--- src/hdl/mcba_pkg.sv ---
// Package for the multichannel converter block averager.
// Holds field widths, reset values, register index codes and shared types.
// No dependencies; every other file of the block imports it.
package mcba_pkg;

	localparam int SAMPLE_W         = 10;
	localparam int BIAS_W           = 10;
	localparam int SHIFT_W          = 4;
	localparam int CNT_W            = 16;
	localparam int CH_W             = 2;
	localparam int ADJ_W            = 11;
	localparam int SPREAD_W         = 11;
	// 65535 samples of magnitude 1023 stay below 2**26, so 27 signed bits hold any sum.
	localparam int ACC_W            = 27;
	localparam int CFG_CH           = 3;
	localparam int IDX_W            = 3;
	localparam int DATA_W           = 16;
	localparam int NUM_CHANNELS_DEF = 3;
	localparam int QDEPTH           = 2;
	localparam int QPTR_W           = $clog2(QDEPTH);
	localparam int QCNT_W           = $clog2(QDEPTH + 1);

	localparam logic signed [ADJ_W-1:0] MIN_RESTART = 11'sd1000;
	localparam logic signed [ADJ_W-1:0] MAX_RESTART = -11'sd1000;
	localparam logic [ADJ_W-2:0]        MEAN_MAX    = 10'd1023;

	localparam logic [BIAS_W-1:0]  BIAS_RST_CH0 = 10'd511;
	localparam logic [BIAS_W-1:0]  BIAS_RST_CH1 = 10'd511;
	localparam logic [BIAS_W-1:0]  BIAS_RST_CH2 = 10'd0;
	localparam logic [SHIFT_W-1:0] SHIFT_RST    = 4'd0;
	localparam logic [CNT_W-1:0]   COUNT_RST    = 16'd16;

	// Register index codes of the configuration port.
	localparam logic [IDX_W-1:0] REG_BIAS_CH0  = 3'd0;
	localparam logic [IDX_W-1:0] REG_BIAS_CH1  = 3'd1;
	localparam logic [IDX_W-1:0] REG_BIAS_CH2  = 3'd2;
	localparam logic [IDX_W-1:0] REG_SHIFT     = 3'd3;
	localparam logic [IDX_W-1:0] REG_COUNT_CH0 = 3'd4;
	localparam logic [IDX_W-1:0] REG_COUNT_CH1 = 3'd5;
	localparam logic [IDX_W-1:0] REG_COUNT_CH2 = 3'd6;

	// One classified sample as it travels from the front end to the back end.
	typedef struct packed {
		logic [CH_W-1:0]         channel;
		logic signed [ADJ_W-1:0] adjusted;
	} item_t;

	typedef logic [CFG_CH-1:0][BIAS_W-1:0] bias_arr_t;
	typedef logic [CFG_CH-1:0][CNT_W-1:0]  count_arr_t;

endpackage

--- src/hdl/mcba_front.sv ---
// Front end of the block averager: accepts samples, tags the scan channel,
// removes the bias and applies the arithmetic shift. Depends on mcba_pkg.
module mcba_front #(
	parameter int NUM_CHANNELS = mcba_pkg::NUM_CHANNELS_DEF
) (
	input  logic                            clk,
	input  logic                            arst_n,
	input  logic                            in_valid,
	output logic                            in_ready,
	input  logic [mcba_pkg::SAMPLE_W-1:0]   sample,
	input  mcba_pkg::bias_arr_t             bias,
	input  logic [mcba_pkg::SHIFT_W-1:0]    shift,
	input  logic                            q_full,
	output logic                            q_push,
	output mcba_pkg::item_t                 q_item
);
	import mcba_pkg::*;

	localparam logic [CH_W-1:0] LAST_CH = CH_W'(NUM_CHANNELS - 1);

	logic [CH_W-1:0]         ch_q;
	logic signed [ADJ_W-1:0] diff;

	assign in_ready = !q_full;
	assign q_push   = in_valid && !q_full;

	assign diff            = $signed({1'b0, sample}) - $signed({1'b0, bias[ch_q]});
	assign q_item.channel  = ch_q;
	assign q_item.adjusted = diff >>> shift;

	always_ff @(posedge clk or negedge arst_n) begin
		if (!arst_n) begin
			ch_q <= '0;
		end else if (q_push) begin
			ch_q <= (ch_q == LAST_CH) ? '0 : ch_q + CH_W'(1);
		end
	end

endmodule

--- src/hdl/mcba_queue.sv ---
// Short word queue between the front end and the back end of the averager.
// Depends on mcba_pkg for the item type and the depth.
module mcba_queue (
	input  logic            clk,
	input  logic            arst_n,
	input  logic            push,
	input  mcba_pkg::item_t push_item,
	output logic            full,
	input  logic            pop,
	output logic            empty,
	output mcba_pkg::item_t head
);
	import mcba_pkg::*;

	localparam logic [QPTR_W-1:0] LAST_PTR = QPTR_W'(QDEPTH - 1);

	item_t             mem_q [QDEPTH];
	logic [QPTR_W-1:0] wr_ptr_q;
	logic [QPTR_W-1:0] rd_ptr_q;
	logic [QCNT_W-1:0] cnt_q;

	assign full  = (cnt_q == QCNT_W'(QDEPTH));
	assign empty = (cnt_q == '0);
	assign head  = mem_q[rd_ptr_q];

	always_ff @(posedge clk) begin
		if (push) begin
			mem_q[wr_ptr_q] <= push_item;
		end
	end

	always_ff @(posedge clk or negedge arst_n) begin
		if (!arst_n) begin
			wr_ptr_q <= '0;
			rd_ptr_q <= '0;
			cnt_q    <= '0;
		end else begin
			if (push) begin
				wr_ptr_q <= (wr_ptr_q == LAST_PTR) ? '0 : wr_ptr_q + QPTR_W'(1);
			end
			if (pop) begin
				rd_ptr_q <= (rd_ptr_q == LAST_PTR) ? '0 : rd_ptr_q + QPTR_W'(1);
			end
			if (push && !pop) begin
				cnt_q <= cnt_q + QCNT_W'(1);
			end else if (pop && !push) begin
				cnt_q <= cnt_q - QCNT_W'(1);
			end
		end
	end

endmodule

--- src/hdl/mcba_back.sv ---
// Back end of the averager: per-channel sums, counts and min/max, a serial
// divider for the block mean and the output register. Depends on mcba_pkg.
module mcba_back #(
	parameter int NUM_CHANNELS = mcba_pkg::NUM_CHANNELS_DEF
) (
	input  logic                                clk,
	input  logic                                arst_n,
	input  mcba_pkg::count_arr_t                count_cfg,
	input  logic                                q_empty,
	input  mcba_pkg::item_t                     head,
	output logic                                q_pop,
	output logic                                out_valid,
	input  logic                                out_ready,
	output logic [mcba_pkg::CH_W-1:0]           channel,
	output logic signed [mcba_pkg::ADJ_W-1:0]   adjusted,
	output logic                                block_done,
	output logic signed [mcba_pkg::ADJ_W-1:0]   mean,
	output logic [mcba_pkg::SPREAD_W-1:0]       spread
);
	import mcba_pkg::*;

	localparam int                CI_W      = (NUM_CHANNELS > 1) ? $clog2(NUM_CHANNELS) : 1;
	localparam int                STEP_W    = $clog2(ACC_W);
	localparam logic [STEP_W-1:0] LAST_STEP = STEP_W'(ACC_W - 1);

	typedef enum logic [1:0] {ST_IDLE, ST_DIV, ST_DONE} state_t;

	state_t                  state_q;
	logic signed [ACC_W-1:0] acc_q    [NUM_CHANNELS];
	logic [CNT_W-1:0]        cnt_q    [NUM_CHANNELS];
	logic signed [ADJ_W-1:0] min_q    [NUM_CHANNELS];
	logic signed [ADJ_W-1:0] max_q    [NUM_CHANNELS];
	logic signed [ADJ_W-1:0] mean_q   [NUM_CHANNELS];
	logic [SPREAD_W-1:0]     spread_q [NUM_CHANNELS];

	logic [ACC_W-1:0]        div_num_q;
	logic [ACC_W-1:0]        div_quo_q;
	logic [CNT_W-1:0]        div_rem_q;
	logic [CNT_W-1:0]        div_den_q;
	logic                    div_neg_q;
	logic [STEP_W-1:0]       div_step_q;
	logic [CI_W-1:0]         div_ch_q;

	logic                    out_valid_q;
	logic [CH_W-1:0]         out_channel_q;
	logic signed [ADJ_W-1:0] out_adjusted_q;
	logic                    out_done_q;
	logic signed [ADJ_W-1:0] out_mean_q;
	logic [SPREAD_W-1:0]     out_spread_q;

	logic [CI_W-1:0]         ci;
	logic signed [ACC_W-1:0] adj_ext;
	logic signed [ACC_W-1:0] acc_sum;
	logic [ACC_W-1:0]        acc_mag;
	logic [CNT_W-1:0]        cnt_next;
	logic signed [ADJ_W-1:0] min_new;
	logic signed [ADJ_W-1:0] max_new;
	logic signed [ADJ_W:0]   spread_diff;
	logic [SPREAD_W-1:0]     spread_new;
	logic                    block_end;
	logic                    out_free;
	logic                    take;
	logic [CNT_W:0]          rem_shift;
	logic                    fits;
	logic [CNT_W:0]          rem_next;
	logic [ADJ_W-2:0]        mean_mag;
	logic signed [ADJ_W-1:0] mean_val;

	assign ci       = head.channel[CI_W-1:0];
	assign adj_ext  = ACC_W'(head.adjusted);
	assign acc_sum  = acc_q[ci] + adj_ext;
	assign acc_mag  = acc_sum[ACC_W-1] ? ACC_W'(-acc_sum) : ACC_W'(acc_sum);
	assign cnt_next = cnt_q[ci] + CNT_W'(1);
	assign min_new  = (head.adjusted < min_q[ci]) ? head.adjusted : min_q[ci];
	assign max_new  = (head.adjusted > max_q[ci]) ? head.adjusted : max_q[ci];

	// A block holds at least one sample, so max is never below min; the clamp is cheap.
	assign spread_diff = {max_new[ADJ_W-1], max_new} - {min_new[ADJ_W-1], min_new};
	assign spread_new  = spread_diff[ADJ_W] ? '0 : spread_diff[SPREAD_W-1:0];
	assign block_end   = (cnt_next >= count_cfg[head.channel]);

	assign out_free = !out_valid_q || out_ready;
	assign take     = (state_q == ST_IDLE) && !q_empty && out_free;
	assign q_pop    = take;

	// One restoring step of the magnitude division per cycle.
	assign rem_shift = {div_rem_q, div_num_q[ACC_W-1]};
	assign fits      = (rem_shift >= {1'b0, div_den_q});
	assign rem_next  = fits ? rem_shift - {1'b0, div_den_q} : rem_shift;

	assign mean_mag = (div_quo_q > ACC_W'(MEAN_MAX)) ? MEAN_MAX : div_quo_q[ADJ_W-2:0];
	assign mean_val = div_neg_q ? -$signed({1'b0, mean_mag}) : $signed({1'b0, mean_mag});

	assign out_valid  = out_valid_q;
	assign channel    = out_channel_q;
	assign adjusted   = out_adjusted_q;
	assign block_done = out_done_q;
	assign mean       = out_mean_q;
	assign spread     = out_spread_q;

	always_ff @(posedge clk or negedge arst_n) begin
		if (!arst_n) begin
			state_q        <= ST_IDLE;
			for (int i = 0; i < NUM_CHANNELS; i++) begin
				acc_q[i]    <= '0;
				cnt_q[i]    <= '0;
				min_q[i]    <= MIN_RESTART;
				max_q[i]    <= MAX_RESTART;
				mean_q[i]   <= '0;
				spread_q[i] <= '0;
			end
			div_num_q      <= '0;
			div_quo_q      <= '0;
			div_rem_q      <= '0;
			div_den_q      <= '0;
			div_neg_q      <= 1'b0;
			div_step_q     <= '0;
			div_ch_q       <= '0;
			out_valid_q    <= 1'b0;
			out_channel_q  <= '0;
			out_adjusted_q <= '0;
			out_done_q     <= 1'b0;
			out_mean_q     <= '0;
			out_spread_q   <= '0;
		end else begin
			case (state_q)
				ST_IDLE: begin
					if (take) begin
						out_channel_q  <= head.channel;
						out_adjusted_q <= head.adjusted;
						if (block_end) begin
							acc_q[ci]    <= '0;
							cnt_q[ci]    <= '0;
							min_q[ci]    <= MIN_RESTART;
							max_q[ci]    <= MAX_RESTART;
							spread_q[ci] <= spread_new;
							out_done_q   <= 1'b1;
							out_spread_q <= spread_new;
							out_valid_q  <= 1'b0;
							div_num_q    <= acc_mag;
							div_neg_q    <= acc_sum[ACC_W-1];
							div_den_q    <= count_cfg[head.channel];
							div_rem_q    <= '0;
							div_quo_q    <= '0;
							div_step_q   <= '0;
							div_ch_q     <= ci;
							state_q      <= ST_DIV;
						end else begin
							acc_q[ci]    <= acc_sum;
							cnt_q[ci]    <= cnt_next;
							min_q[ci]    <= min_new;
							max_q[ci]    <= max_new;
							out_done_q   <= 1'b0;
							out_mean_q   <= mean_q[ci];
							out_spread_q <= spread_q[ci];
							out_valid_q  <= 1'b1;
						end
					end else if (out_ready) begin
						out_valid_q <= 1'b0;
					end
				end
				// The output register stays empty while the divider runs.
				ST_DIV: begin
					div_rem_q <= rem_next[CNT_W-1:0];
					div_quo_q <= {div_quo_q[ACC_W-2:0], fits};
					div_num_q <= {div_num_q[ACC_W-2:0], 1'b0};
					if (div_step_q == LAST_STEP) begin
						state_q <= ST_DONE;
					end else begin
						div_step_q <= div_step_q + STEP_W'(1);
					end
				end
				ST_DONE: begin
					if (out_free) begin
						mean_q[div_ch_q] <= mean_val;
						out_mean_q       <= mean_val;
						out_valid_q      <= 1'b1;
						state_q          <= ST_IDLE;
					end
				end
				default: begin
					state_q <= ST_IDLE;
				end
			endcase
		end
	end

endmodule

--- src/hdl/multichannel_adc_block_averager.sv ---
// Top level of the multichannel converter block averager.
// Holds the configuration registers and joins mcba_front, mcba_queue and mcba_back.
// Depends on mcba_pkg.

// Raw 10-bit samples arrive on the in_valid/in_ready channel and belong in turn to scan
// channels 0, 1, ... NUM_CHANNELS-1, wrapping after the last one. Every accepted word
// gives exactly one result word: the channel, the sample less its bias shifted right
// arithmetically, a flag for a completed averaging block, and the channel's latest block
// mean (truncated toward zero, held to -1023..1023) and spread (max minus min).
// The front end takes one sample per cycle while its two-word queue has room. The back
// end moves an ordinary sample to its output register whenever that register is free;
// a sample that closes a block holds it while the serial restoring divider works out
// the mean one quotient bit per cycle over the 27-bit sum. While a result waits in the
// output register, the front end keeps accepting until the queue is full. Configuration
// writes land at once with no handshake and must only be made while the block is idle;
// writing a zero block size stores one, and writes to unused indexes are ignored.
module multichannel_adc_block_averager #(
	parameter int NUM_CHANNELS = mcba_pkg::NUM_CHANNELS_DEF
) (
	input  logic                                clk,
	input  logic                                arst_n,
	input  logic                                in_valid,
	output logic                                in_ready,
	input  logic [mcba_pkg::SAMPLE_W-1:0]       sample,
	output logic                                out_valid,
	input  logic                                out_ready,
	output logic [mcba_pkg::CH_W-1:0]           channel,
	output logic signed [mcba_pkg::ADJ_W-1:0]   adjusted,
	output logic                                block_done,
	output logic signed [mcba_pkg::ADJ_W-1:0]   mean,
	output logic [mcba_pkg::SPREAD_W-1:0]       spread,
	input  logic                                wr_en,
	input  logic [mcba_pkg::IDX_W-1:0]          wr_index,
	input  logic [mcba_pkg::DATA_W-1:0]         wr_data
);
	import mcba_pkg::*;

	// Configuration registers: bias per channel, the common shift and block sizes.
	bias_arr_t          bias_q;
	logic [SHIFT_W-1:0] shift_q;
	count_arr_t         count_q;
	logic [CNT_W-1:0]   count_wr;

	// Signals of the queue between the front end and the back end.
	logic  q_push;
	logic  q_full;
	logic  q_pop;
	logic  q_empty;
	item_t q_item;
	item_t q_head;

	// A block size of zero would give the divider a zero divisor, so it is stored as one.
	assign count_wr = (wr_data[CNT_W-1:0] == '0) ? CNT_W'(1) : wr_data[CNT_W-1:0];

	always_ff @(posedge clk or negedge arst_n) begin
		if (!arst_n) begin
			bias_q[0]  <= BIAS_RST_CH0;
			bias_q[1]  <= BIAS_RST_CH1;
			bias_q[2]  <= BIAS_RST_CH2;
			shift_q    <= SHIFT_RST;
			count_q[0] <= COUNT_RST;
			count_q[1] <= COUNT_RST;
			count_q[2] <= COUNT_RST;
		end else if (wr_en) begin
			case (wr_index)
				REG_BIAS_CH0:  bias_q[0]  <= wr_data[BIAS_W-1:0];
				REG_BIAS_CH1:  bias_q[1]  <= wr_data[BIAS_W-1:0];
				REG_BIAS_CH2:  bias_q[2]  <= wr_data[BIAS_W-1:0];
				REG_SHIFT:     shift_q    <= wr_data[SHIFT_W-1:0];
				REG_COUNT_CH0: count_q[0] <= count_wr;
				REG_COUNT_CH1: count_q[1] <= count_wr;
				REG_COUNT_CH2: count_q[2] <= count_wr;
				default: begin
				end
			endcase
		end
	end

	// The front end tags each sample with its channel and adjusts it.
	mcba_front #(
		.NUM_CHANNELS(NUM_CHANNELS)
	) u_front (
		.clk      (clk),
		.arst_n   (arst_n),
		.in_valid (in_valid),
		.in_ready (in_ready),
		.sample   (sample),
		.bias     (bias_q),
		.shift    (shift_q),
		.q_full   (q_full),
		.q_push   (q_push),
		.q_item   (q_item)
	);

	// The queue lets the front end run on while the divider is busy.
	mcba_queue u_queue (
		.clk       (clk),
		.arst_n    (arst_n),
		.push      (q_push),
		.push_item (q_item),
		.full      (q_full),
		.pop       (q_pop),
		.empty     (q_empty),
		.head      (q_head)
	);

	// The back end keeps the block statistics and drives the result word.
	mcba_back #(
		.NUM_CHANNELS(NUM_CHANNELS)
	) u_back (
		.clk        (clk),
		.arst_n     (arst_n),
		.count_cfg  (count_q),
		.q_empty    (q_empty),
		.head       (q_head),
		.q_pop      (q_pop),
		.out_valid  (out_valid),
		.out_ready  (out_ready),
		.channel    (channel),
		.adjusted   (adjusted),
		.block_done (block_done),
		.mean       (mean),
		.spread     (spread)
	);

endmodule

--- config.mk ---
export PLATFORM = sky130hd
export DESIGN_NAME = multichannel_adc_block_averager
export DESIGN_NICKNAME = d
export VERILOG_FILES = /design/src/hdl/mcba_pkg.sv /design/src/hdl/mcba_front.sv /design/src/hdl/mcba_queue.sv /design/src/hdl/mcba_back.sv /design/src/hdl/multichannel_adc_block_averager.sv
export SDC_FILE = /design/constraint.sdc
export NUM_CORES = 1
export LEC_CHECK = 0
export BUFFER_PORTS_ARGS = -buffer_cell sky130_fd_sc_hd__buf_4
export CORE_AREA = 8 8 195 337
export DETAILED_ROUTE_END_ITERATION = 16
export DIE_AREA = 0 0 203 345
export GPL_TIMING_DRIVEN = 1
export HOLD_SLACK_MARGIN = 0.06
export PLACE_DENSITY = 0.74
export SLEW_MARGIN = 20
export SYNTH_ARGS = -nofsm -noshare
export SYNTH_HDL_FRONTEND = slang
export SYNTH_SLANG_ARGS = --single-unit
--- constraint.sdc ---
create_clock -name clk -period 6.2 [get_ports clk]
set_input_delay 0.31 -clock clk [delete_from_list [all_inputs] [get_ports clk]]
set_output_delay 0.31 -clock clk [all_outputs]
set_load 0.02 [all_outputs]
* Word level (Yosys, flattened, before mapping)
Memories as Yosys holds them, arrays and structs flattened.
Index checks and enable logic that the tools add are counted.
** Storage, ports and cells
- Bits in writable memories :: 26
- Logic and storage cells :: 218
- Output and inout bits :: 38
- Bits of input ports :: 34
- Memories :: 1
- Register bits after elaboration :: 482
** Memories
- u_queue.mem_q :: words 2, bits a word 13, rd ports 1, clocked after Yosys merged registers in 0, wr ports 1, RTL line mcba_queue.sv:17 : item_t mem_q [QDEPTH];
** Cells by class
- Magnitude comparators :: 11
- Bitwise logic cells :: 12
- Shift operators :: 1
- Equality and inequality tests :: 18
- Reductions and logical operators :: 35
- Multiplexer cells :: 84
- Add/sub/neg operators :: 13
** Operator list (count)
- 2-to-1 mux 27 bit :: 8
- 2-to-1 mux 11 bit :: 18
- bitwise mux 33 bit :: 4
- 2-to-1 mux 16 bit :: 8
- case mux 27 bit (2 select lines) :: 2
- binary-select mux 11 bit (select 2 bit) :: 4
- bitwise AND 81 bit :: 1
- bitwise mux 81 bit :: 1
- 2-to-1 mux 81 bit :: 1
- inverter 81 bit :: 1
- 2-to-1 mux 33 bit :: 2
- binary-select mux 16 bit (select 2 bit) :: 2
- binary-select mux 27 bit (select 2 bit) :: 1
- demux 27 bit (select 2 bit) :: 1
- bitwise AND 48 bit :: 1
- bitwise mux 48 bit :: 1
- 2-to-1 mux 48 bit :: 1
- inverter 48 bit :: 1
- demux 11 bit (select 2 bit) :: 2
- demux 16 bit (select 2 bit) :: 1
- case mux 16 bit (2 select lines) :: 1
- adder 27 x 11 -> 27 bit :: 1
- greater-than comparator 27 x 10 -> 1 bit, second input constant :: 1
- negator 27 bit :: 1
- 52 further kinds :: 109

* Depth between registers and ports, before layout
An unclocked memory read counts as a cell.
- Depth in word-level cells :: 11
- Gate-level depth with buffers :: 32
- Mapped depth without buffers :: 27

* Cells and area by module
A second synthesis with hierarchy kept.
** Unflattened totals
- Cells, all modules :: 2931
- Area, all modules :: 28044.4 um^2
** Modules (own cells, without submodules)
- mcba_back :: cells each 2468, seq. area each 9893.2 um^2, area each 22200.0 um^2, times used 1
- multichannel_adc_block_averager :: cells each 188, seq. area each 2078.2 um^2, area each 3254.4 um^2, times used 1
- mcba_front :: cells each 219, seq. area each 50.0 um^2, area each 1465.2 um^2, times used 1
- mcba_queue :: cells each 56, seq. area each 880.8 um^2, area each 1124.8 um^2, times used 1

* Least setup slack after synthesis
No wires, ideal clock.
- Kind :: flip-flop to flip-flop
- Start point :: register u_queue.rd_ptr_q
- End point :: register u_back.out_spread_q[10] (netlist: u_back.spread[10])
- Arrival :: 6.552 ns
- Cell stages (with the launch flop) :: 29
- Setup slack :: -0.478 ns
- Required time :: 6.074 ns
- Library setup time :: 0.126 ns
- Clock period less this slack :: 6.678 ns
- Buffers on the path :: 6
- Cells stage by stage :: dfrtp_1 > buf_4 > mux2_1 > buf_2 > nor2_1 > clkbuf_1 > buf_2 > buf_1 > a21oi_1 > ha_1 > nand4_1 > or2_2 > or4b_4 > nand2_1 > buf_1 > mux2i_1 > ha_1 > inv_1 > fa_1 > a21o_1 > a21oi_1 > o21bai_1 > a21oi_1 > nor2b_1 > o21a_1 > o211ai_1 > nand2_1 > a22o_1 > a221o_1
** On the way
- Word-level cells in the longest chain between the ends :: 10
- Elaborated cells on any way between the ends :: 25
- Classes of those cells :: 2 x add/sub; 3 x order compare; 18 x mux; 1 x bitwise; 1 x memory
** Ends and longest elaborated chain
- from (decl) :: RTL line mcba_queue.sv:19 : logic [QPTR_W-1:0] rd_ptr_q;
- from (signal assigned) :: RTL line mcba_queue.sv:42 : rd_ptr_q <= (rd_ptr_q == LAST_PTR) ? '0 : rd_ptr_q + QPTR_W'(1);
- memory read (2 x 13 bit) (*)
- inverter 2 -> 3 bit (not written as such)
- binary-select mux 11 bit (select 2 bit), on equally long branches :: RTL line mcba_back.sv:75, mcba_back.sv:74
- 2-to-1 mux 11 bit, on equally long branches (2 in series) :: RTL line mcba_back.sv:75, mcba_back.sv:74
- greater-than comparator 11 bit or less-than comparator 11 bit (tied branches) :: RTL line mcba_back.sv:75, mcba_back.sv:74
- 2-to-1 mux 11 bit, on equally long branches :: RTL line mcba_back.sv:75, mcba_back.sv:74
- subtractor 11 x 11 -> 12 bit :: RTL line mcba_back.sv:78 : assign spread_diff = {max_new[ADJ_W-1], max_new} - {min_new[ADJ_W-1], min_new};
- 2-to-1 mux 11 bit :: RTL line mcba_back.sv:79 : assign spread_new = spread_diff[ADJ_W] ? '0 : spread_diff[SPREAD_W-1:0];
- 2-to-1 mux 11 bit (*) :: RTL line mcba_back.sv:131 : if (block_end) begin
- to (signal assigned) :: RTL line mcba_back.sv:138 : out_spread_q <= spread_new;
- to (signal assigned) :: RTL line mcba_back.sv:155 : out_spread_q <= spread_q[ci];
- to (decl) :: RTL line mcba_back.sv:49 : logic [SPREAD_W-1:0] out_spread_q;
Mark *: on every way between the ends. The rest lies on a longest branch, timed or not. The select of a mux whose other input is x is not followed.
A chain may end at the register's enable or synchronous reset.

* Final worst setup path
- Start point :: memory u_queue.mem_q[0][11] in the netlist's numbering
- End point :: register u_back.out_spread_q[10] (netlist: u_back.spread[10])
** On the way
- Word-level cells in the longest chain between the ends :: 10
- Elaborated cells on any way between the ends :: 25
- Classes of those cells :: 2 x add/sub; 3 x order compare; 18 x mux; 1 x bitwise; 1 x memory
** Ends and longest elaborated chain (RTL line)
- from (decl) :: mcba_queue.sv:17
- memory read (2 x 13 bit) (*)
- inverter 2 -> 3 bit (not written as such)
- binary-select mux 11 bit (select 2 bit), on equally long branches :: mcba_back.sv:75, mcba_back.sv:74
- 2-to-1 mux 11 bit, on equally long branches (2 in series) :: mcba_back.sv:75, mcba_back.sv:74
- greater-than comparator 11 bit or less-than comparator 11 bit (tied branches) :: mcba_back.sv:75, mcba_back.sv:74
- 2-to-1 mux 11 bit, on equally long branches :: mcba_back.sv:75, mcba_back.sv:74
- subtractor 11 x 11 -> 12 bit :: mcba_back.sv:78
- 2-to-1 mux 11 bit :: mcba_back.sv:79
- 2-to-1 mux 11 bit (*) :: mcba_back.sv:131
Marked as above.

==> out/results.ini <==
[global_route]
grt_pass1_vias = 21828
gr-total-overflow = 0
grt_first_pass_wirelength_mm = 113
grt_busiest_layer = met2
grt_max_degree = 174
use_met3_pct = 2.23
grt_util_all_layers_pct = 19.4
grt_use_met2_pct = 36.0
antenna_found_initial = 0
gr-usage-met1_pct = 21.4

[timing]
period_share_pct = 94.3
fin_hold_ws_ns = 0.192
maxSlewViolCount = 0
max_slew_margin_pct = 23.5
hold_viol_final = 0
worst_slew_pin_slew_ns = 1.14
fin_crit_ns = 5.84
finalSetupTns_ns = 0
rsz0062_at_grt = no
setup_viol = 0
fin_skew_ns = 0.0359
fmax_ghz = 0.171

[drt]
dr_total_vias = 21437
drt_first_iter_violations = 1379
ant_nets = 0
vias_per_cell = 5.65
drc = 0
drt_wl_total_mm = 69.8
dr.pass1.iters = 7
wire_per_inst_um = 18.4

[floorplanning]
core-area_um2 = 60800
design.die.area_um2 = 70000
num_io_pins = 72
initial_core_util_pct = 44.8
rows = 120
die_w_um = 203
chipHeight_um = 345

[hold_path]
hold_path_class = in -> reg
worstHoldStart = in_valid
min_path_cells = 3
min_to = u_queue.wr_ptr_q

[logic_synthesis]
synth_cell_types = 71
ys.flop_type = dfrtp_1
yosysTopAreaCell = dfrtp_1
synth_top_area_share_pct = 39.9
netlist_area_um2 = 27200
syn_nets = 3057
syn_avg_cell_area_um2 = 9.34
synth.most_common_cell = nand2_1
async_flop_share_pct = 94.9
synth_common_cells = 577 x nand2_1, 434 x dfrtp_1, 356 x o21ai_0
yosys_warnings = 0
ys_seq_elements = 508
synth_area_leaders = dfrtp_1 40%, nand2_1 8.0%, o21ai_0 6.5%
ys_seq_area_share_pct = 47.4
synth_cells = 2914
synth_edf_count = 26

[clocking]
htreeDepth = 2
cts_root_buf = clkbuf_16
cts_sinks = 508
clkLatencyLatePin_ns = 0.59
clock_path_buffers = 3
cts_tree = done
cts_inserted_buffers = 49
path_clk_slew_ns = 0.06

[setup_path]
timing.rr.end = u_back.spread[10]
critPathSlowestCell = or4b_4
arrival_ns = 6.32
r2r-start = u_queue.mem_q[0][11]
critPathRequiredTime_ns = 6.68
worstPathMaxFanout = 27
crit_path_frequent_cell = a21oi_1
max_stage_delay_ns = 0.57
setup.worst_path.start_class = flip-flop
cp_cell_sequence = mux2_8, buf_8, nand2_1, a21oi_1, a21oi_1, ha_1, nand4_1, or2_2, or4b_4, nand2_1, mux2i_2, ha_1, inv_1, fa_1, a21o_1, a21oi_1, o21bai_1, a21oi_1, nor2b_1, o21a_1, o211ai_1, nand2_1, a22o_1, a221o_1
critical_path.startpoint = u_queue.mem_q[0][11]
r2r_cells = 24
cp-end-kind = flip-flop
rrSetupSlack_ns = 0.36
path_class = reg -> reg

[final_layout]
area_growth_pct = 13.2
drive_gt1_share_pct = 14.4
diodes = 0
final_nets = 3103
fin_util_pct = 50.7
seqCellArea_um2 = 12900
multi_input_area_um2 = 13500
final.fill_count = 5538

[placed_design]
hpwl_mm = 48.5
place_congestion = 0.926
io_buffers = 71

[run_status]
status = finished clean

[job]
cap_violations = 0

-- layout by cell type, fill, tap and decap left out, drive strengths merged, types with 11 or more instances in the layout --
| cell | count |
|---|---|
| edfxtp | 26 |
| nand2 | 577 |
| o21ai | 402 |
| dfstp | 48 |
| nor4 | 12 |
| inv | 86 |
| dlygate4sd3 | 18 |
| a31oi | 24 |
| xor2 | 41 |
| mux2i | 111 |
| and2 | 14 |
| buf | 142 |
| clkinv | 15 |
| nor2b | 14 |
| nor2 | 115 |
| a22oi | 16 |
| a211oi | 11 |
| nand2b | 28 |
| mux2 | 120 |
| dfrtp | 434 |
| xnor2 | 54 |
| nand3 | 32 |
| ha | 105 |
| nand4 | 20 |
| o22ai | 14 |
| or2 | 19 |
| a22o | 32 |
| a21oi | 182 |
| clkbuf | 66 |
| o31ai | 52 |
| a21o | 32 |
| nor3 | 26 |
-- cell families (layout without fill, tap and decap cells) --
group / count (synthesis) / count (layout) / synth area share (%)
adder cells (fa/ha/maj): 109 / 109 / 5.12
XOR/XNOR: 95 / 95 / 3.06
buffers and inverters: 250 / 336 / 3.52
multiplexers: 234 / 234 / 9.29
flip-flops: 508 / 508 / 47.4
AO/OA/AOI/OAI: 825 / 825 / 17.6
AND/OR/NAND/NOR: 893 / 893 / 14.0
-- per-layer routing --
layer	wire (um)	share of wire [%]
met1	26600	38
met2	36900	53
met3	2590	3.7
met4	3740	5.4
met5	0	0
-- critical path: cells and delay by family, from the launching register on --
kind	cells	cell delay, ns
compound gates	10	1.91
simple gates	7	1.44
flops	1	0.52
fa+ha+maj	3	0.91
mux	2	0.61
buf+inv	2	0.32
-- flip-flops by register name (all words and copies together) (netlist names), 27 cells and up --
| register | cells |
|---|---|
| bias_q | 30 |
| count_q | 48 |
| u_back.acc_q | 81 |
| u_back.cnt_q | 48 |
| u_back.div_num_q | 27 |
| u_back.div_quo_q | 27 |
| u_back.max_q | 33 |
| u_back.mean_q | 33 |
| u_back.min_q | 33 |
| u_back.spread_q | 33 |
-- cell type report --
cell class / count / share of cell area, %
Sequential cell: 508 / 41.9
Inverter: 85 / 1.03
Tap cell: 793 / 3.22
Clock inverter: 25 / 1.12
Clock buffer: 66 / 4.51
Multi-Input combinational cell: 2156 / 43.8
Timing Repair Buffer: 160 / 4.44
-- how the worst max path moves through the flow --
stage / end / depth (start not counted)
floorplan: u_back.spread[10] / 28
global placement: u_back.spread[10] / 24
detailed placement: u_back.spread[10] / 24
CTS: u_back.spread[10] / 24
global route: u_back.spread[10] / 24
finish: u_back.spread[10] / 24
-- what timing repair did --
item                                    4_1_cts  5_1_grt
hold buffers                                 18        0
endpoints found under the setup margin        0       45
resized for setup                             0        5
endpoints found under the hold margin       173        0
setup buffers                                 0        5
-- per-stage QoR --
step | std cells | area [um^2] | setup WS (ns)
5_1_grt | 3793 | 30800 | 0.0131
6_report | 3793 | 30800 | 0.356
2_1_floorplan | 2914 | 27200 | 0.0271
3_3_place_gp | 3678 | 28800 | 0.241
3_5_place_dp | 3678 | 28800 | 0.194
4_1_cts | 3787 | 30700 | 0.167
Power is left out: the tool's default activity adds up to more than one toggle a clock period on the data nets, which glitch-free logic cannot reach.
